--- config.mk ---
export PLATFORM = sky130hd
export DESIGN_NAME = intel_hex_line_parser
export DESIGN_NICKNAME = d
export VERILOG_FILES = /design/src/design/ihex_pkg.sv /design/src/design/ihex_status.sv /design/src/design/intel_hex_line_parser.sv
export VERILOG_INCLUDE_DIRS = /design/src /design/src/design
export SDC_FILE = /design/constraint.sdc
export NUM_CORES = 1
export LEC_CHECK = 0
export ABC_AREA = 1
export BUFFER_PORTS_ARGS = -buffer_cell sky130_fd_sc_hd__buf_2
export CAP_MARGIN = 20
export CORE_ASPECT_RATIO = 0.75
export CORE_MARGIN = 4
export CORE_UTILIZATION = 30
export DETAILED_ROUTE_END_ITERATION = 8
export GPL_TIMING_DRIVEN = 0
export SYNTH_ARGS = -nofsm -noshare
export SYNTH_HDL_FRONTEND = slang
export SYNTH_SLANG_ARGS = --single-unit
--- constraint.sdc ---
create_clock -name clk -period 7 [get_ports clk]
set_clock_uncertainty 0.15 [all_clocks]
set_input_delay 1.05 -clock clk [delete_from_list [all_inputs] [get_ports clk]]
set_output_delay 1.05 -clock clk [all_outputs]
set_load 0.1 [all_outputs]
--- src/design/intel_hex_line_parser_macros.svh ---
// Assertion macros used by the Intel HEX line parser RTL.
`ifndef INTEL_HEX_LINE_PARSER_MACROS_SVH
`define INTEL_HEX_LINE_PARSER_MACROS_SVH

// Checks a property on every rising clock edge outside reset.
`define IHEX_ASSERT(label, prop, msg) \
	label: assert property (@(posedge clk) disable iff (!arst_n) (prop)) else $error(msg);

// Checks that a condition in one cycle implies another in the next cycle.
`define IHEX_ASSERT_NEXT(label, cond, next, msg) \
	label: assert property (@(posedge clk) disable iff (!arst_n) (cond) |=> (next)) \
		else $error(msg);

`endif

--- src/design/ihex_pkg.sv ---
// Package with the types, codes and helpers of the Intel HEX line parser.
`default_nettype none

package ihex_pkg;

	// Default longest line, in kept characters, that is still decoded.
	localparam int MAX_LINE_DEF = 511;

	// Shortest well-formed record: mark, length, address, type and checksum.
	localparam int MIN_LINE = 11;

	// Result kinds.
	localparam logic KIND_DATA = 1'b0;
	localparam logic KIND_LINE = 1'b1;

	// Line-end status codes, in order of precedence.
	localparam logic [2:0] ST_OK       = 3'd0;
	localparam logic [2:0] ST_AFTER_END = 3'd1;
	localparam logic [2:0] ST_SHORT    = 3'd2;
	localparam logic [2:0] ST_MARK     = 3'd3;
	localparam logic [2:0] ST_NONHEX   = 3'd4;
	localparam logic [2:0] ST_LENGTH   = 3'd5;
	localparam logic [2:0] ST_TYPE     = 3'd6;
	localparam logic [2:0] ST_CHECKSUM = 3'd7;

	// Record types.
	localparam logic [7:0] TYPE_DATA    = 8'h00;
	localparam logic [7:0] TYPE_EOF     = 8'h01;
	localparam logic [7:0] TYPE_EXT_LIN = 8'h04;
	localparam logic [7:0] TYPE_MAX     = 8'h05;

	// Characters with a meaning of their own.
	localparam logic [7:0] CHAR_LF    = 8'h0A;
	localparam logic [7:0] CHAR_CR    = 8'h0D;
	localparam logic [7:0] CHAR_TAB   = 8'h09;
	localparam logic [7:0] CHAR_SPACE = 8'h20;
	localparam logic [7:0] CHAR_COLON = 8'h3A;
	localparam logic [7:0] CHAR_STAR  = 8'h2A;
	localparam logic [7:0] CHAR_0     = 8'h30;
	localparam logic [7:0] CHAR_9     = 8'h39;
	localparam logic [7:0] CHAR_UA    = 8'h41;
	localparam logic [7:0] CHAR_UF    = 8'h46;
	localparam logic [7:0] CHAR_LA    = 8'h61;
	localparam logic [7:0] CHAR_LF_HEX = 8'h66;

	// Per-line flags and fields that decide the line-end status.
	typedef struct packed {
		logic       end_seen;
		logic       mark_bad;
		logic       nonhex_seen;
		logic [7:0] declared_len;
		logic [7:0] type_byte;
		logic [7:0] sum_acc;
	} line_flags_t;

	// Decodes one hex digit: bit 4 is set when the character is a hex digit.
	function automatic logic [4:0] hex_decode(input logic [7:0] c);
		logic [4:0] r;
		logic [7:0] d;
		r = 5'd0;
		d = 8'd0;
		if (c >= CHAR_0 && c <= CHAR_9) begin
			d = c - CHAR_0;
			r = {1'b1, d[3:0]};
		end else if (c >= CHAR_UA && c <= CHAR_UF) begin
			d = c - CHAR_UA + 8'd10;
			r = {1'b1, d[3:0]};
		end else if (c >= CHAR_LA && c <= CHAR_LF_HEX) begin
			d = c - CHAR_LA + 8'd10;
			r = {1'b1, d[3:0]};
		end
		return r;
	endfunction

endpackage

`default_nettype wire

--- src/design/ihex_status.sv ---
// Line-end status check of the Intel HEX line parser.
`default_nettype none

module ihex_status
	import ihex_pkg::*;
#(
	parameter int MAX_LINE = MAX_LINE_DEF
) (
	input  wire logic [$clog2(MAX_LINE + 2) - 1:0] char_count,
	input  wire line_flags_t                       flags,
	output logic [2:0]                             status
);

	localparam int CNT_W = $clog2(MAX_LINE + 2);
	localparam int CMP_W = (CNT_W > 10) ? CNT_W : 10;

	logic             over;
	logic             too_short;
	logic [CMP_W-1:0] expected;
	logic [CMP_W-1:0] count_ext;

	// A kept-character count of 11 + 2 * length marks a complete record.
	assign over      = char_count > CNT_W'(MAX_LINE);
	assign too_short = (char_count < CNT_W'(MIN_LINE)) || (!over && !char_count[0]);
	assign expected  = CMP_W'(MIN_LINE) + CMP_W'({flags.declared_len, 1'b0});
	assign count_ext = CMP_W'(char_count);

	// Pick the first failing check in order of precedence.
	always_comb begin
		if (flags.end_seen) begin
			status = ST_AFTER_END;
		end else if (too_short) begin
			status = ST_SHORT;
		end else if (flags.mark_bad) begin
			status = ST_MARK;
		end else if (flags.nonhex_seen) begin
			status = ST_NONHEX;
		end else if (over || (expected != count_ext)) begin
			status = ST_LENGTH;
		end else if (flags.type_byte > TYPE_MAX) begin
			status = ST_TYPE;
		end else if (flags.sum_acc != 8'd0) begin
			status = ST_CHECKSUM;
		end else begin
			status = ST_OK;
		end
	end

endmodule

`default_nettype wire

--- src/design/intel_hex_line_parser.sv ---
// Top level of the Intel HEX line parser.
`default_nettype none
`include "intel_hex_line_parser_macros.svh"

// Takes Intel HEX text one character per item and returns tentative data-byte
// items and one line-end item per newline. Each character is held in an input
// register, decoded against the line state and written to an output register,
// so a new character is taken every cycle while the output side keeps up; a
// character's item is offered at the output from that output register. The only
// limit on rate is the single output register: when its item is not taken, the
// input register fills and the input stalls.
// Data bytes are sent before their line is checked, so an error status at the
// line end voids them, and after any error status the block swallows all input
// until reset.
module intel_hex_line_parser
	import ihex_pkg::*;
#(
	parameter int MAX_LINE = MAX_LINE_DEF
) (
	input  wire logic        clk,
	input  wire logic        arst_n,
	input  wire logic        in_valid,
	output logic             in_ready,
	input  wire logic [7:0]  ch,
	output logic             out_valid,
	input  wire logic        out_ready,
	output logic             kind,
	output logic [31:0]      byte_address,
	output logic [7:0]       data_value,
	output logic [2:0]       status,
	output logic [7:0]       rec_type,
	output logic [7:0]       rec_len
);

	localparam int CNT_W = $clog2(MAX_LINE + 2);
	localparam int IDX_W = (CNT_W > 8) ? CNT_W : 8;

	// Input register.
	logic       valid_s1;
	logic [7:0] ch_s1;

	// Line state.
	logic [CNT_W-1:0] char_count_q, char_count_n;
	logic             raw_first_q, raw_first_n;
	logic             comment_q, comment_n;
	logic             mark_bad_q, mark_bad_n;
	logic             nonhex_q, nonhex_n;
	logic [3:0]       high_nib_q, high_nib_n;
	logic [CNT_W-1:0] byte_idx_q, byte_idx_n;
	logic [7:0]       len_q, len_n;
	logic [15:0]      offset_q, offset_n;
	logic [7:0]       type_q, type_n;
	logic [7:0]       sum_q, sum_n;
	logic [15:0]      first_two_q, first_two_n;
	logic [15:0]      upper_q, upper_n;
	logic             end_seen_q, end_seen_n;
	logic             halted_q, halted_n;

	// Output register.
	logic        out_valid_q;
	logic        kind_q;
	logic [31:0] addr_q;
	logic [7:0]  data_q;
	logic [2:0]  status_q;
	logic [7:0]  rec_type_q;
	logic [7:0]  rec_len_q;

	// Per-character decode.
	logic             advance;
	logic             res_load;
	logic             res_kind;
	logic [31:0]      res_addr;
	logic [7:0]       res_data;
	logic [2:0]       res_status;
	logic [7:0]       res_type;
	logic [7:0]       res_len;
	logic [4:0]       hex;
	logic [7:0]       byte_val;
	logic [CNT_W-1:0] data_idx;
	logic [IDX_W-1:0] data_idx_ext;
	logic             is_comment;
	logic [2:0]       line_st;
	line_flags_t      flags;
	logic             data_load;

	// The character moves on when the output register is free or being emptied.
	assign advance  = valid_s1 && (!out_valid_q || out_ready);
	assign in_ready = !valid_s1 || advance;

	assign hex          = hex_decode(ch_s1);
	assign byte_val     = {high_nib_q, hex[3:0]};
	assign data_idx     = byte_idx_q - CNT_W'(4);
	assign data_idx_ext = IDX_W'(data_idx);
	assign is_comment   = comment_q || (raw_first_q && ch_s1 == CHAR_STAR);
	assign data_load    = advance && res_load && (res_kind == KIND_DATA);

	assign flags = '{
		end_seen:     end_seen_q,
		mark_bad:     mark_bad_q,
		nonhex_seen:  nonhex_q,
		declared_len: len_q,
		type_byte:    type_q,
		sum_acc:      sum_q
	};

	ihex_status #(
		.MAX_LINE(MAX_LINE)
	) u_status (
		.char_count(char_count_q),
		.flags     (flags),
		.status    (line_st)
	);

	// Next line state and result for the character in the input register.
	always_comb begin
		char_count_n = char_count_q;
		raw_first_n  = raw_first_q;
		comment_n    = comment_q;
		mark_bad_n   = mark_bad_q;
		nonhex_n     = nonhex_q;
		high_nib_n   = high_nib_q;
		byte_idx_n   = byte_idx_q;
		len_n        = len_q;
		offset_n     = offset_q;
		type_n       = type_q;
		sum_n        = sum_q;
		first_two_n  = first_two_q;
		upper_n      = upper_q;
		end_seen_n   = end_seen_q;
		halted_n     = halted_q;
		res_load     = 1'b0;
		res_kind     = KIND_DATA;
		res_addr     = 32'd0;
		res_data     = 8'd0;
		res_status   = ST_OK;
		res_type     = 8'd0;
		res_len      = 8'd0;
		if (halted_q) begin
			res_load = 1'b0;
		end else if (ch_s1 == CHAR_LF) begin
			res_load = 1'b1;
			res_kind = KIND_LINE;
			if (!comment_q && char_count_q != '0) begin
				res_status = line_st;
				res_type   = type_q;
				res_len    = len_q;
				if (line_st != ST_OK) begin
					halted_n = 1'b1;
				end else if (type_q == TYPE_EXT_LIN) begin
					upper_n = first_two_q;
				end else if (type_q == TYPE_EOF) begin
					end_seen_n = 1'b1;
				end
			end
			char_count_n = '0;
			raw_first_n  = 1'b1;
			comment_n    = 1'b0;
			mark_bad_n   = 1'b0;
			nonhex_n     = 1'b0;
			high_nib_n   = 4'd0;
			byte_idx_n   = '0;
			len_n        = 8'd0;
			offset_n     = 16'd0;
			type_n       = 8'd0;
			sum_n        = 8'd0;
			first_two_n  = 16'd0;
		end else begin
			raw_first_n = 1'b0;
			if (is_comment) begin
				comment_n = 1'b1;
			end else if (ch_s1 == CHAR_SPACE || ch_s1 == CHAR_TAB || ch_s1 == CHAR_CR) begin
				comment_n = comment_q;
			end else if (char_count_q <= CNT_W'(MAX_LINE)) begin
				char_count_n = char_count_q + CNT_W'(1);
				if (char_count_q == '0) begin
					mark_bad_n = (ch_s1 != CHAR_COLON);
				end else if (!hex[4]) begin
					nonhex_n = 1'b1;
				end else if (char_count_q[0]) begin
					high_nib_n = hex[3:0];
				end else begin
					// A complete byte: header fields first, then data.
					byte_idx_n = byte_idx_q + CNT_W'(1);
					sum_n      = sum_q + byte_val;
					if (byte_idx_q == CNT_W'(0)) begin
						len_n = byte_val;
					end else if (byte_idx_q == CNT_W'(1)) begin
						offset_n = {byte_val, offset_q[7:0]};
					end else if (byte_idx_q == CNT_W'(2)) begin
						offset_n = {offset_q[15:8], byte_val};
					end else if (byte_idx_q == CNT_W'(3)) begin
						type_n = byte_val;
					end else if (data_idx_ext < IDX_W'(len_q)) begin
						if (data_idx == CNT_W'(0)) begin
							first_two_n = {byte_val, first_two_q[7:0]};
						end
						if (data_idx == CNT_W'(1)) begin
							first_two_n = {first_two_q[15:8], byte_val};
						end
						if (type_q == TYPE_DATA && !mark_bad_q && !nonhex_q && !end_seen_q) begin
							res_load = 1'b1;
							res_kind = KIND_DATA;
							res_addr = {upper_q, offset_q} + 32'(data_idx);
							res_data = byte_val;
						end
					end
				end
			end
		end
	end

	// Input register control.
	always_ff @(posedge clk or negedge arst_n) begin
		if (!arst_n) begin
			valid_s1 <= 1'b0;
		end else if (in_ready) begin
			valid_s1 <= in_valid;
		end
	end

	// Input register payload.
	always_ff @(posedge clk) begin
		if (in_valid && in_ready) begin
			ch_s1 <= ch;
		end
	end

	// Line state registers.
	always_ff @(posedge clk or negedge arst_n) begin
		if (!arst_n) begin
			char_count_q <= '0;
			raw_first_q  <= 1'b1;
			comment_q    <= 1'b0;
			mark_bad_q   <= 1'b0;
			nonhex_q     <= 1'b0;
			high_nib_q   <= 4'd0;
			byte_idx_q   <= '0;
			len_q        <= 8'd0;
			offset_q     <= 16'd0;
			type_q       <= 8'd0;
			sum_q        <= 8'd0;
			first_two_q  <= 16'd0;
			upper_q      <= 16'd0;
			end_seen_q   <= 1'b0;
			halted_q     <= 1'b0;
		end else if (advance) begin
			char_count_q <= char_count_n;
			raw_first_q  <= raw_first_n;
			comment_q    <= comment_n;
			mark_bad_q   <= mark_bad_n;
			nonhex_q     <= nonhex_n;
			high_nib_q   <= high_nib_n;
			byte_idx_q   <= byte_idx_n;
			len_q        <= len_n;
			offset_q     <= offset_n;
			type_q       <= type_n;
			sum_q        <= sum_n;
			first_two_q  <= first_two_n;
			upper_q      <= upper_n;
			end_seen_q   <= end_seen_n;
			halted_q     <= halted_n;
		end
	end

	// Output register control.
	always_ff @(posedge clk or negedge arst_n) begin
		if (!arst_n) begin
			out_valid_q <= 1'b0;
		end else if (advance) begin
			out_valid_q <= res_load;
		end else if (out_ready) begin
			out_valid_q <= 1'b0;
		end
	end

	// Output register payload.
	always_ff @(posedge clk) begin
		if (advance && res_load) begin
			kind_q     <= res_kind;
			addr_q     <= res_addr;
			data_q     <= res_data;
			status_q   <= res_status;
			rec_type_q <= res_type;
			rec_len_q  <= res_len;
		end
	end

	assign out_valid    = out_valid_q;
	assign kind         = kind_q;
	assign byte_address = addr_q;
	assign data_value   = data_q;
	assign status       = status_q;
	assign rec_type     = rec_type_q;
	assign rec_len      = rec_len_q;

	// A halted parser produces no further items and never leaves that state.
	`IHEX_ASSERT(a_halt_silent, !(halted_q && advance && res_load), "item produced while halted")
	`IHEX_ASSERT_NEXT(a_halt_sticky, halted_q, halted_q, "halted state was left without reset")
	// No data byte may follow the end record or come from a comment line.
	`IHEX_ASSERT(a_no_data_after_end, !(data_load && (end_seen_q || comment_q)), "stray data byte")
	// The kept-character count saturates one past the decode limit.
	`IHEX_ASSERT(a_count_bound, char_count_q <= CNT_W'(MAX_LINE + 1), "character count past limit")

endmodule

`default_nettype wire
=== After elaboration in Yosys (flattened, before gate mapping) ===
Index checks and enable logic that the tools add are counted.

* Register bits: 172
* Input port bits: 12
* Output and inout bits: 62
* Logic and storage cells: 256

* $add $sub $neg: 11
* Magnitude comparators: 11
* Eq/ne operators: 23
* Mux-type cells: 112
* Bitwise gates (word level): 9
* Reductions and logical operators: 64

{| class="wikitable"
|+ Operators by type and width
! cell !! number
|-
| two-way mux 16 bit || 23
|-
| two-way mux 8 bit || 27
|-
| two-way mux 10 bit || 11
|-
| two-way mux 1 bit || 34
|-
| adder 32 x 10 -> 32 bit || 1
|-
| zero test 10 bit || 3
|-
| two-way mux 4 bit || 7
|-
| nonzero test 2 bit || 13
|-
| == test 8 x 4 -> 1 bit, second input constant || 3
|-
| two-way mux 3 bit || 7
|-
| adder 10 x 1 -> 10 bit, second input constant || 2
|-
| == test 10 x 1 -> 1 bit, second input constant || 2
|-
| == test 10 x 2 -> 1 bit, second input constant || 2
|-
| == test 8 x 6 -> 1 bit, second input constant || 2
|-
| greater-or-equal comparator 8 x 7 -> 1 bit, second input constant || 2
|-
| less-or-equal comparator 8 x 7 -> 1 bit, second input constant || 2
|-
| AND reduction 8 bit || 2
|-
| two-way mux 5 bit || 3
|-
| AND reduction 15 bit || 1
|-
| inequality test 2 bit, second input constant || 7
|-
| AND reduction 14 bit || 1
|-
| AND reduction 7 bit || 2
|-
| OR reduction 14 bit || 1
|-
| logical AND 1 bit || 12
|-
| other kinds (33) || 60
|}

=== Longest topological paths before layout ===
Gate-level depths: netlist of the first run.

* Depth in word-level cells: 19
* Gate-level depth with buffers: 19
* Depth with buffers taken out: 18

=== Hierarchy ===
A second synthesis of the first run with hierarchy kept.

* Cell total of the unflattened synthesis: 1181
* Area total of the unflattened synthesis: 10050.9 um^2

{| class="wikitable"
|+ By module, submodules not included
! module !! instances !! cells an instance !! area each (um^2) !! seq. area each (um^2)
|-
| intel_hex_line_parser || 1 || 1059 || 9526.6 || 4645.7
|-
| ihex_status || 1 || 122 || 524.3 || 0.0
|}

=== Worst setup path before layout of the first run ===
No wires, ideal clock.

* Kind: input -> register
* Start: input out_ready
* End: register addr_q[0], in the netlist byte_address[0], enable pin
* Setup time: 0.419 ns
* Arrival: 3.448 ns
* Data required time: 6.431 ns
* Path slack: 2.983 ns
* Cell stages on the path: 8
* Path buffers: 0
* Cell sequence: inv_1 > nand2_1 > nand2_1 > nor2_1 > inv_1 > nor2_2 > clkinv_1 > nand2_1

* Cells in the longest elaborated chain, start to end: 3

{| class="wikitable"
|+ Ends and longest elaborated chain
! element !! RTL line !! source
|-
| start: declaration || intel_hex_line_parser.sv:26 || <nowiki>input wire logic out_ready,</nowiki>
|-
| logical OR 1 bit || intel_hex_line_parser.sv:87 || <nowiki>assign advance = valid_s1 && (!out_valid_q || out_ready);</nowiki>
|-
| logical AND 1 bit || intel_hex_line_parser.sv:87 ||
|-
| logical AND 1 bit || intel_hex_line_parser.sv:278 || <nowiki>if (advance && res_load) begin</nowiki>
|-
| end signal: assignment || intel_hex_line_parser.sv:280 || <nowiki>addr_q <= res_addr;</nowiki>
|-
| end: declaration || intel_hex_line_parser.sv:62 || <nowiki>logic [31:0] addr_q;</nowiki>
|}

Every way passes these cells.
A chain may end at the register's enable or synchronous reset.

=== Final worst setup path of the first run ===
* Start: register byte_idx_q[2]
* End: register addr_q[27], in the netlist byte_address[27] (data pin)

* Cells in the longest elaborated chain, start to end: 4
* Elaborated cells on any way between the ends: 9
* Those cells by class: 2 x add/sub; 1 x order compare; 3 x eq/ne; 1 x bitwise; 2 x reduce/logical

{| class="wikitable"
|+ Ends and longest elaborated chain
! element !! RTL line !! source
|-
| start: declaration || intel_hex_line_parser.sv:49 || <nowiki>logic [CNT_W-1:0] byte_idx_q, byte_idx_n;</nowiki>
|-
| start signal: assignment || intel_hex_line_parser.sv:253 || <nowiki>byte_idx_q <= byte_idx_n;</nowiki>
|-
| subtractor 10 x 3 -> 10 bit || intel_hex_line_parser.sv:92 || <nowiki>assign data_idx = byte_idx_q - CNT_W'(4);</nowiki>
|-
| less-than comparator 10 x 8 -> 1 bit || intel_hex_line_parser.sv:193 || <nowiki>end else if (data_idx_ext < IDX_W'(len_q)) begin</nowiki>
|-
| NOT 1 bit (no line) || -- ||
|-
| OR reduction 14 bit (no line) || -- ||
|}

Several ways; a longest one is shown, not always the timed one.

==> results of run 1 <==
-- worst max-delay path: stages (launching register included) --
cell	delay, ns
dfrtp_1	0.38
clkinv_1	0.34
ha_1	0.40
xnor2_1	0.24
inv_1	0.12
ha_1	0.37
nand2_1	0.08
nand2_1	0.06
inv_1	0.04
nand2_1	0.15
nand2_1	0.14
a21oi_1	0.61
nand2_1	0.18
o21ai_0	0.17
nor3b_1	0.23
-- worst max-delay path by stage --
stage	start	to	slack [ns]	cells past startpoint
final	byte_idx_q[2]	byte_address[27]	3.18	14
after floorplan	out_ready	byte_address[0]	2.98	8
after detailed placement	out_ready	data_value[4]	2.84	9
after global routing	byte_idx_q[2]	byte_address[27]	2.74	14
after CTS	byte_idx_q[2]	byte_address[8]	3.28	13
after global placement	out_ready	byte_address[12]	1.53	9
-- cells by family after synthesis --
logic type | Yosys count | share of synthesized area, %
buf+inv | 156 | 6.59
xor+xnor | 29 | 2.64
fa+ha+maj | 42 | 5.63
simple gates | 626 | 29.2
compound gates | 129 | 7.58
flops | 172 | 48.3
-- cell type report --
class	instances	area, sq um	share of cell area, %
sequential	172	4650	41.8
multi-input combinational	826	4340	39.0
clock inverter	12	123	1.10
clock buffer	20	468	4.21
inverter	133	499	4.49
tap	406	508	4.57
timing repair buffer	74	395	3.56
buffer	23	134	1.20
-- synth_stat cells, types with 5 or more instances --
library cell	n	area [sq um]
a21oi_1	35	175
nand2_1	299	1120
inv_1	124	465
edfxtp_1	68	2040
o21ai_1	10	50.1
xor2_1	18	158
o31ai_1	7	52.6
buf_2	13	65.1
ha_1	40	500
nand2_2	5	31.3
inv_2	6	22.5
nand4_1	34	213
nor3b_1	12	90.1
nand3_1	73	365
nor2_1	142	533
o21ai_0	59	295
nor3_1	23	115
nor2_2	6	37.5
dfrtp_1	103	2580
nor2_4	6	67.6
xnor2_1	11	96.3
nor4_1	8	50.1
-- cells in the final DEF (no fill, tap or decap), drive strengths merged, types with 7 or more instances in the layout --
master	instances
o31ai	7
a21oi	39
nand3	76
xor2	18
o21ai	69
nand4	34
nor3b	12
edfxtp	68
inv	136
xnor2	11
nand2	306
ha	40
nor2	154
dfrtp	103
clkinv	7
clkbuf	23
nor4	8
buf	94
nor3	27
-- power groups by stage --
stage	Sequential (mW)	Combinational [mW]	Clock [mW]
6_report	1.05	0.0436	0.964
5_1_grt	1.05	0.0505	1.03
4_1_cts	1.05	0.0451	0.987
3_5_place_dp	1.07	0.0449	0
3_3_place_gp	1.07	0.0419	0
2_1_floorplan	1.07	0.0188	0
-- per-layer routing --
metal	vias to the layer above	wire, um	track usage [%]
met3	28	1390	3.41
met5	-	0	0
met1	3823	13100	22.2
met2	194	10500	21.2
met4	0	304	3.36
li1	4001	-	-
-- state kept, by name, summed over array words and instances (netlist names), 10 cells and up --
register	flops
first_two_q	16
byte_address	32
byte_idx_q	10
char_count_q	10
upper_q	16
offset_q	16
-- through the flow --
step / utilization (%) / setup WS, ns
after detailed placement: 33.5 / 2.84
final: 35.4 / 3.18
after CTS: 35.4 / 3.28
after floorplan: - / 2.98
after global placement: 33.4 / 1.53
after global routing: 35.4 / 2.74
==> summary.txt, run 1 <==
Run status
  • Outcome: completed

Pwr
  • Clock power share: a little under half
  • Switch Pwr: approximately 0.47 mW
  • Leakage: around 5.4 nW
  • Comb power frac: ~2.1%
  • Maximum VDD drop: between 0.15 and 0.2 mV
  • Internal Pwr Total: 1.59 mW
  • Flop pwr share: 51.0%
  • Overall Power: 2.06 mW
  • Switching part of the total: between 20% and 30%
  • Power Dens Cells: roughly 190 nW/um^2

GRT
  • Initial antenna violation count: 0
  • Grt total ovfl: 0
  • Largest net degree at the start of global routing: 66
  • Total GRT Usage: 14.7%
  • First-pass GRT wire length: slightly above 40000 um
  • Vias in the first global route: between 7000 and 8000

Floorplanning
  • Core ar.: ~31000 sq um
  • Die Wd: approximately 210 um
  • Die area: ~35000 sq um
  • Die height: roughly 160 um
  • Row count: 56
  • Initial Util: approximately 31%
  • Ports: 74

Worst hold path
  • Hold endpoint: raw_first_q
  • Hold path cells: 2
  • Hold crit path type: reg2reg
  • Origin of the worst min-delay path: raw_first_q

Clocking
  • Clk_lat worst skew: approximately 0.44 ns
  • Clock tree root buffer cell: clkbuf_16
  • Clk slew on worst S/H paths: about 0.07 ns
  • # resized after CTS: 0
  • Hold Buf Count CTS: 0
  • TritonCTS clock tree: yes
  • Max clock buf depth: 2
  • Postcts setup bufs: 0
  • Clock sink count: roughly 170
  • H-tree depth: 4
  • Cts bufs inserted: 17

Yosys
  • Mapped cell area: 9610 sq um
  • Most used flip-flop cell after synthesis: dfrtp_1
  • Sequential share of the synthesized area: roughly half
  • Synth Instances: between 1000 and 1500
  • Yosys cell types: 46
  • Post-synth EDFFs: around 70
  • Average size of a mapped cell: roughly 8.3 sq um
  • Post-synth ARST share: roughly three fifths
  • Synth Register Bits: approximately 170
  • Syn_nets: 1208
  • Synth Warn #: 0

Layout
  • Layout Nets: 1301
  • Inserted Diodes: 0
  • Area grow syn2layout: 15.6%
  • Filler cells: 3298
  • Design area: roughly 11000 sq um
  • Cell Count, Final, Fillers Out: ~1700
  • Fraction of final layout cells sized beyond drive strength 1: between 10% and 20%

Timing
  • Period utilization: between 50 and 60%
  • Slew margin rel.: about two fifths
  • Worst Tran Pin Value: approximately 0.9 ns
  • Maximum clock rate: roughly 0.26 GHz
  • Max Slew Vio Count: 0
  • Final Hold Viols: 0
  • Hold Worst Slack: between 0.3 and 0.4 ns
  • Final setup vio count: 0
  • Unrepaired setup endpoints after global routing: no
  • Setup Total Neg Slack: 0 ns
  • Fin crit period: between 3 and 4 ns

Placement
  • Port buffer count: 73
  • Post-place instance area: about 11000 sq um
  • Final GP Congestion: 0.910
  • Placed Cells: around 1600
  • Detailed placer's ending HPWL: between 15000 and 20000 um

Detailed routing
  • WL per Instance: approximately 15 um
  • Detailed-route via count: between 8000 and 9000
  • Iter 0 DRT Violations: approximately 570
  • Drt first pass iters: 5
  • # DRC: 0
  • Total Wirelength: 25300 um
  • Via density per instance: ~4.8
  • Antenna Nets Post-Route: 0

Worst setup path
  • Reg2Reg Launch Point: byte_idx_q[2]
  • Critical Path Sink Type: register
  • Reg2Reg Depth: 14
  • Required time of the critical path: ~7.1 ns
  • Critical Path Source Type: register
  • Crit path DAT: around 4 ns
  • Worst-path fanout max: 11
  • Worst r2r dst: byte_address[27]
  • Setup Crit Path Kind: reg2reg
  • Flop-to-flop setup slack: about 3.2 ns

Run
  • Max-cap violations: 0
(Power assumes the default switching activity.)
==> inputs of run 2 (changes only) <==
- clock period: 7 -> 3.6 ns (I/O delays scaled with it)
==> run 2 against run 1 <==
Non-clock buffer count rose by 3. Cell count rose by 0.18%. Worst hold slack got worse by 0.21 ns. Setup slack got worse by 3.0 ns. Sequential power rose by 94%. Largest cell class unchanged.
==> summary.txt, run 2 (synthesis gave the netlist of run 1 again) <==
Run status
  • Outcome: completed

Floorplanning
  • Row count: 56 (unchanged)
  • Initial Util: 30.6% (unchanged)
  • Ports: 74 (unchanged)
  • Die Wd: 215 um (unchanged)
  • Die height: 163 um (unchanged)
  • Die area: 35000 sq um (unchanged)
  • Core ar.: 31400 sq um (unchanged)

GRT
  • Initial antenna violation count: 0 (unchanged)
  • Largest net degree at the start of global routing: 63 (-4.5%)
  • First-pass GRT wire length: 40400 um (-1.5%)
  • Vias in the first global route: 7601 (+0.45%)
  • Grt total ovfl: 0 (unchanged)
  • Total GRT Usage: 14.5% (-0.17 points)

Timing
  • Setup slack after layout: 0.190 ns (-2.99 ns)
  • Final Hold Viols: 0 (unchanged)
  • Final setup vio count: 0 (unchanged)
  • Period utilization: 94.7% (+40 points)
  • Worst Tran Pin Value: 0.887 ns (-0.0128 ns)
  • Maximum clock rate: 0.293 GHz (+12%)
  • Unrepaired setup endpoints after global routing: yes
  • Slew margin rel.: 40.5% (+0.86 points)
  • Fin crit period: 3.41 ns (-0.406 ns)
  • Max Slew Vio Count: 0 (unchanged)

Clocking
  • Clock tree root buffer cell: clkbuf_16
  • H-tree depth: 4 (unchanged)
  • TritonCTS clock tree: yes
  • Max clock buf depth: 2 (unchanged)
  • Clock sink count: 172 (unchanged)
  • Clk_lat worst skew: 0.44 ns (about the same)
  • Cts bufs inserted: 17 (unchanged)
  • Clk slew on worst S/H paths: 0.07 ns (about the same)

Run
  • Max-cap violations: 0 (unchanged)

Worst hold path
  • Hold crit path type: in2reg
  • Hold path cells: 1 (-1)

Detailed routing
  • Via density per instance: 4.83 (about the same)
  • WL per Instance: 15.1 um (-0.97%)
  • Total Wirelength: 25100 um (-0.79%)
  • Iter 0 DRT Violations: 630 (+11%)
  • Antenna Nets Post-Route: 0 (unchanged)
  • Detailed-route via count: 8061 (+0.19%)
  • # DRC: 0 (unchanged)
  • Drt first pass iters: 5 (unchanged)

Layout
  • Inserted Diodes: 0 (unchanged)
  • Design area: 11200 sq um (+0.75%)
  • Max reg flops: 32 (unchanged)
  • Most frequent cells in the layout: 295 x nand2_1, 141 x nor2_1, 123 x inv_1
  • Area grow syn2layout: 16.5%
  • Layout Nets: 1304 (+0.23%)
  • Fraction of final layout cells sized beyond drive strength 1: 14.2% (+0.92 points)
  • Most common cell after layout, fill and taps aside: nand2_1

Pwr
  • Power Dens Cells: 356 nW/um^2 (+92%)
  • Maximum VDD drop: 0.307 mV (+100%)
  • Leakage: 5.36 nW (+0.18%)
  • Overall Power: 3.99 mW (+94%)

Placement
  • Port buffer count: 73 (unchanged)
  • Pre-CTS setup slack: -0.117 ns (-2.96 ns)
  • Final GP Congestion: 0.910 (about the same)
  • Post-place instance area: 10500 sq um (unchanged)
  • Detailed placer's ending HPWL: 18900 um (about the same)

Worst setup path
  • Flop-to-flop setup slack: 0.19 ns (-2.99 ns)
  • Setup Crit Path Kind: reg2reg
  • Required time of the critical path: 3.52 ns (-3.60 ns)
  • Slowest Stage Delay on Critical Path: 0.55 ns (-0.06 ns)
  • Reg2Reg Depth: 9 (-5)
  • Crit path DAT: 3.33 ns (-0.60 ns)
  • Cell chain of the critical path: inv_1 -> ha_1 -> nand2_2 -> nor2_4 -> nand2_4 -> buf_6 -> nor2_2 -> clkinv_1 -> nand2_8
  • Critical Path Source Type: register
  • Slowest CP cell: clkinv_1
  • Worst-path fanout max: 60 (+49)
  • Critical Path Sink Type: register
## run 2: cell count changes in the layout (fill, tap and decap cells not counted), sizes merged
cell	previous run	this run
clkinvlp	1	5
clkinv	7	3
buf	94	96
clkbuf	23	25
dlygate4sd3	0	1
inv	136	134
## run 2: area by class of cell
class / instances / area [sq um]
tap: 406 / 508
timing repair buffer: 77 / 420
sequential: 172 / 4650
multi-input combinational: 826 / 4400
clock inverter: 10 / 105
buffer: 23 / 134
inverter: 133 / 500
clock buffer: 22 / 485
fill: 3245 / 20200
## run 2: through the flow
| step | std cells | hold WS (ns) | utilization (%) | setup TNS (ns) |
|---|---|---|---|---|
| 6_report | 1669 | 0.121 | 35.7 | 0 |
| 5_1_grt | 1669 | 0.102 | 35.7 | -0.0574 |
| 4_1_cts | 1667 | 0.0974 | 35.5 | 0 |
| 3_5_place_dp | 1634 | 0.312 | 33.5 | -6.72 |
| 3_3_place_gp | 1633 | 0.312 | 33.4 | -33.57 |
| 2_1_floorplan | 1154 | 0.0944 | - | 0 |
## run 2: repair_timing
| action | in CTS | in global routing |
|---|---|---|
| hold buffers | 1 | 0 |
| gates resized for setup | 3 | 12 |
| endpoints found under the hold margin | 41 | 0 |
| setup buffers | 0 | 2 |
| setup endpoints to repair | 67 | 42 |
## run 2: metal layers
layer | GRT usage [%] | up-vias | wire length, um
met1 | 21.8 | 3839 | 12900
met3 | 3.21 | 21 | 1440
met2 | 21.4 | 194 | 10700
li1 | - | 4007 | -
met4 | 3.06 | 0 | 160
met5 | 0 | - | 0
## run 2: report_power, final
group	internal (mW)	switching, mW
Sequential	2.04	0.00717
Clock	1.04	0.813
Combinational	0.0244	0.0657
## run 2: worst paths after layout
path,startpoint,endpoint
min in group asynchronous,arst_n,first_two_q[14]
worst max-delay path,ch_s1[0],rec_len[2]
worst max register to register,ch_s1[0],rec_len[2]
max in group asynchronous,arst_n,char_count_q[6]
worst min register to register,raw_first_q,raw_first_q
worst min-delay path,ch[4],ch_s1[4]
## run 2: critical path, delay by kind of cell (launching register included)
kind | cells | cell delay [ns]
adder cells (fa/ha/maj) | 1 | 0.17
buffers and inverters | 3 | 0.87
flip-flops | 1 | 0.47
AND/OR/NAND/NOR | 5 | 1.26
==> inputs of run 3 (changes only) <==
- BUFFER_PORTS_ARGS: -buffer_cell sky130_fd_sc_hd__buf_2 -> unset
- DONT_BUFFER_PORTS: unset -> 1
- SYNTH_HIERARCHICAL: unset -> 1
==> run 3 against run 2 <==
Global-route usage barely moved. Wire length rose by 6.8%. Synthesized cell count rose by 2.3%. Combinational power fell by 7.4%. Maximum frequency rose by 2.0%. Largest power group unchanged. Utilization fell by 0.77 points. Power rose by 3.4%. Critical path type unchanged.
==> summary.txt, run 3 <==
Yosys
  • Synth Instances: 1181 (+2.3%)
  • Yosys cell types: 53 (+15%)
  • Sequential share of the synthesized area: 46.2% (-2.1 points)
  • Synth Area in XOR/XNOR: 1.92% (-0.73 points)
  • Synth Area in Compound Gates: 9.32% (+1.7 points)
  • Synth Register Bits: 172 (unchanged)
  • Synth Warn #: 6 (+6)
  • Most used flip-flop cell after synthesis: dfrtp_1
  • Syn_nets: 1235 (+2.2%)
  • Area leader, netlist: dfrtp_1
  • Most frequent cell after synthesis: nand2_1
  • Most frequent cells after synthesis: 291 x nand2_1, 141 x inv_1, 130 x nor2_1
  • Post-synth ARST share: 60.5% (unchanged)
  • Simple-gate share of the synthesized area: 27.7% (-1.5 points)
  • Adder-cell share of the synthesized area: 5.38% (-0.25 points)
  • Synth area leaders: dfrtp_1 26%, edfxtp_1 20%, nand2_1 11%
  • Post-synth EDFFs: 68 (unchanged)
  • Main combinational cell family by area after synthesis: simple AND/OR/NAND/NOR gates
  • Average size of a mapped cell: 8.51 sq um (+2.2%)
  • Yosys top cell area share: 25.6% (-1.2 points)
  • Post-synthesis mux area share: 1.79% (+1.8 points)
  • Mapped cell area: 10100 sq um (+4.6%)

Layout
  • Most frequent cells in the layout: 290 x nand2_1, 140 x inv_1, 130 x nor2_1
  • Max reg flops: 32 (unchanged)
  • Filler cells: 3289 (+1.4%)
  • Area grow syn2layout: 13.6%
  • Design area: 11400 sq um (+2.0%)
  • Inserted Diodes: 0 (unchanged)
  • Most common cell after layout, fill and taps aside: nand2_1
  • Fraction of final layout cells sized beyond drive strength 1: 15.3% (+1.1 points)
  • Final Util: 34.9% (-0.77 points)
  • Layout Nets: 1264 (-3.1%)
  • Cell Count, Final, Fillers Out: 1665 (-0.24%)

Worst setup path
  • Critical Path Sink Type: register
  • Setup Crit Path Kind: reg2reg
  • Required time of the critical path: 3.56 ns (+0.04 ns)
  • Worst-path fanout max: 30 (-50%)
  • Critical Path Source Type: register
  • Crit path DAT: 3.31 ns (-0.02 ns)

Pwr
  • Overall Power: 4.12 mW (+3.4%)
  • Leakage: 5.17 nW (-3.6%)
  • Power Dens Cells: 361 nW/um^2 (+1.3%)
  • Maximum VDD drop: 0.265 mV (-14%)

Timing
  • Setup Total Neg Slack: 0 ns (unchanged)
  • Slew margin rel.: 34.4% (-6.0 points)
  • Maximum clock rate: 0.299 GHz (+2.0%)
  • Fin crit period: 3.34 ns (-0.0682 ns)
  • Final setup vio count: 0 (unchanged)
  • Period utilization: 92.8% (-1.9 points)
  • Hold Worst Slack: 0.0441 ns (-0.0770 ns)
  • Final Hold Viols: 0 (unchanged)
  • Setup slack after layout: 0.258 ns (+0.0682 ns)
  • Max Slew Vio Count: 0 (unchanged)
  • Worst Tran Pin Value: 0.981 ns (+0.0938 ns)

Run status
  • Outcome: completed

Run
  • Max-cap violations: 0 (unchanged)

Worst hold path
  • Hold crit path type: in2reg

Floorplanning
  • Core ar.: 32700 sq um (+4.3%)
  • Die Wd: 219 um (+2.2%)
  • Die area: 36500 sq um (+4.4%)
  • Row count: 57 (+1.8%)
  • Ports: 74 (unchanged)
  • Initial Util: 30.7% (+0.091 points)
  • Die height: 167 um (+2.2%)

Placement
  • Post-place instance area: 10600 sq um (+0.87%)
  • Port buffer count: 0 (-100%)
  • Placed Cells: 1623 (-0.67%)
  • Final GP Congestion: 0.918 (+0.97%)
  • Pre-CTS setup slack: -0.0832 ns (+0.0335 ns)
  • Detailed placer's ending HPWL: 19600 um (+3.4%)

GRT
  • Initial antenna violation count: 1 (+1)
  • Total GRT Usage: 14.5% (+0.021 points)
  • Largest net degree at the start of global routing: 105 (+67%)
  • Grt total ovfl: 0 (unchanged)
  • First-pass GRT wire length: 41800 um (+3.5%)
  • Vias in the first global route: 7418 (-2.4%)

Detailed routing
  • Via density per instance: 4.77 (-1.3%)
  • Iter 0 DRT Violations: 793 (+26%)
  • WL per Instance: 16.1 um (+7.0%)
  • # DRC: 0 (unchanged)
  • Total Wirelength: 26900 um (+6.8%)
  • Drt first pass iters: 5 (unchanged)
  • Detailed-route via count: 7934 (-1.6%)
  • Antenna Nets Post-Route: 0 (unchanged)

Clocking
  • H-tree depth: 4 (unchanged)
  • Cts bufs inserted: 17 (unchanged)
  • Clk slew on worst S/H paths: 0.07 ns (about the same)
  • Clk_lat worst skew: 0.44 ns (about the same)
  • TritonCTS clock tree: yes
  • Clock tree root buffer cell: clkbuf_16
  • Max clock buf depth: 2 (unchanged)
  • Clock sink count: 172 (unchanged)
==> run 3: cell types whose count changed in the layout (fill, tap and decap cells not counted), moves of 12 or more <==
cell	before	now
buf_2	85	6
o21ai_0	58	39
nor3b_1	12	0
inv_1	123	140
nand4_1	34	18
o21ai_1	10	24
o21ai_2	0	23
==> run 3: kinds of logic (layout without fill, tap and decap cells) <==
kind of cell / after synthesis / after routing
multiplexers: 14 / 14
AND/OR/NAND/NOR: 597 / 599
XOR/XNOR: 22 / 22
adder cells (fa/ha/maj): 42 / 42
buffers and inverters: 180 / 220
flip-flops: 172 / 172
AO/OA/AOI/OAI: 154 / 154
==> run 3: power by group <==
| group | internal [mW] | switching [mW] | total [mW] |
|---|---|---|---|
| combinational | 0.0192 | 0.0642 | 0.0833 |
| clock | 1.13 | 0.879 | 2.00 |
| sequential | 2.03 | 0.00431 | 2.04 |
| total | 3.18 | 0.947 | 4.12 |
==> run 3: layout make-up <==
cell class | instances | area, sq um | share of cell area, %
plain buffers | 20 | 165 | 1.45
clock buffers | 18 | 429 | 3.76
clock inverters | 14 | 199 | 1.74
inverters | 160 | 604 | 5.29
multi-input cells | 831 | 4720 | 41.3
flip-flops and latches | 172 | 4650 | 40.7
well taps | 442 | 553 | 4.84
repair buffers | 8 | 108 | 0.942
==> run 3: final timing paths <==
| check | to | cells past startpoint | from | slack [ns] |
|---|---|---|---|---|
| min in group asynchronous | char_count_q[0] | 2 | arst_n | 0.57 |
| max reg2reg | byte_address[8] | 13 | byte_idx_q[2] | 0.26 |
| min | ch_s1[5] | 0 | ch[5] | 0.04 |
| max | byte_address[8] | 13 | byte_idx_q[2] | 0.26 |
| min reg2reg | first_two_q[0] | 2 | first_two_q[0] | 0.33 |
| max in group asynchronous | offset_q[7] | 2 | arst_n | 2.26 |
==> run 3: worst max-delay path, stage by stage, from the launching register on <==
cell and delay (ns):
dfrtp_1 0.46, inv_1 0.18, ha_2 0.26, inv_1 0.08
nand2_1 0.06, nand2_1 0.11, ha_1 0.31, a21o_1 0.16
a21oi_1 0.11, nand2_1 0.07, nand2_1 0.18, nand4_4 0.15
nand2b_2 0.38, nand2_8 0.29
==> run 3: what timing repair did <==
action | CTS | global route
gates resized for setup | 1 | 10
buffers inserted | 0 | 6
endpoints found under the hold margin | 104 | 0
cloned | 0 | 2
pin swaps | 0 | 4
hold buffers | 2 | 0
endpoints found under the setup margin | 60 | 76
==> run 3: metal layers <==
layer	track usage (%)	up-vias	wire length, um	share of wire, %
li1	-	3910	-	-
met1	21.4	3774	13200	49
met2	21.5	216	11700	43
met3	3.72	32	1630	6.1
met4	3.38	2	359	1.3
met5	0	-	20	0.074
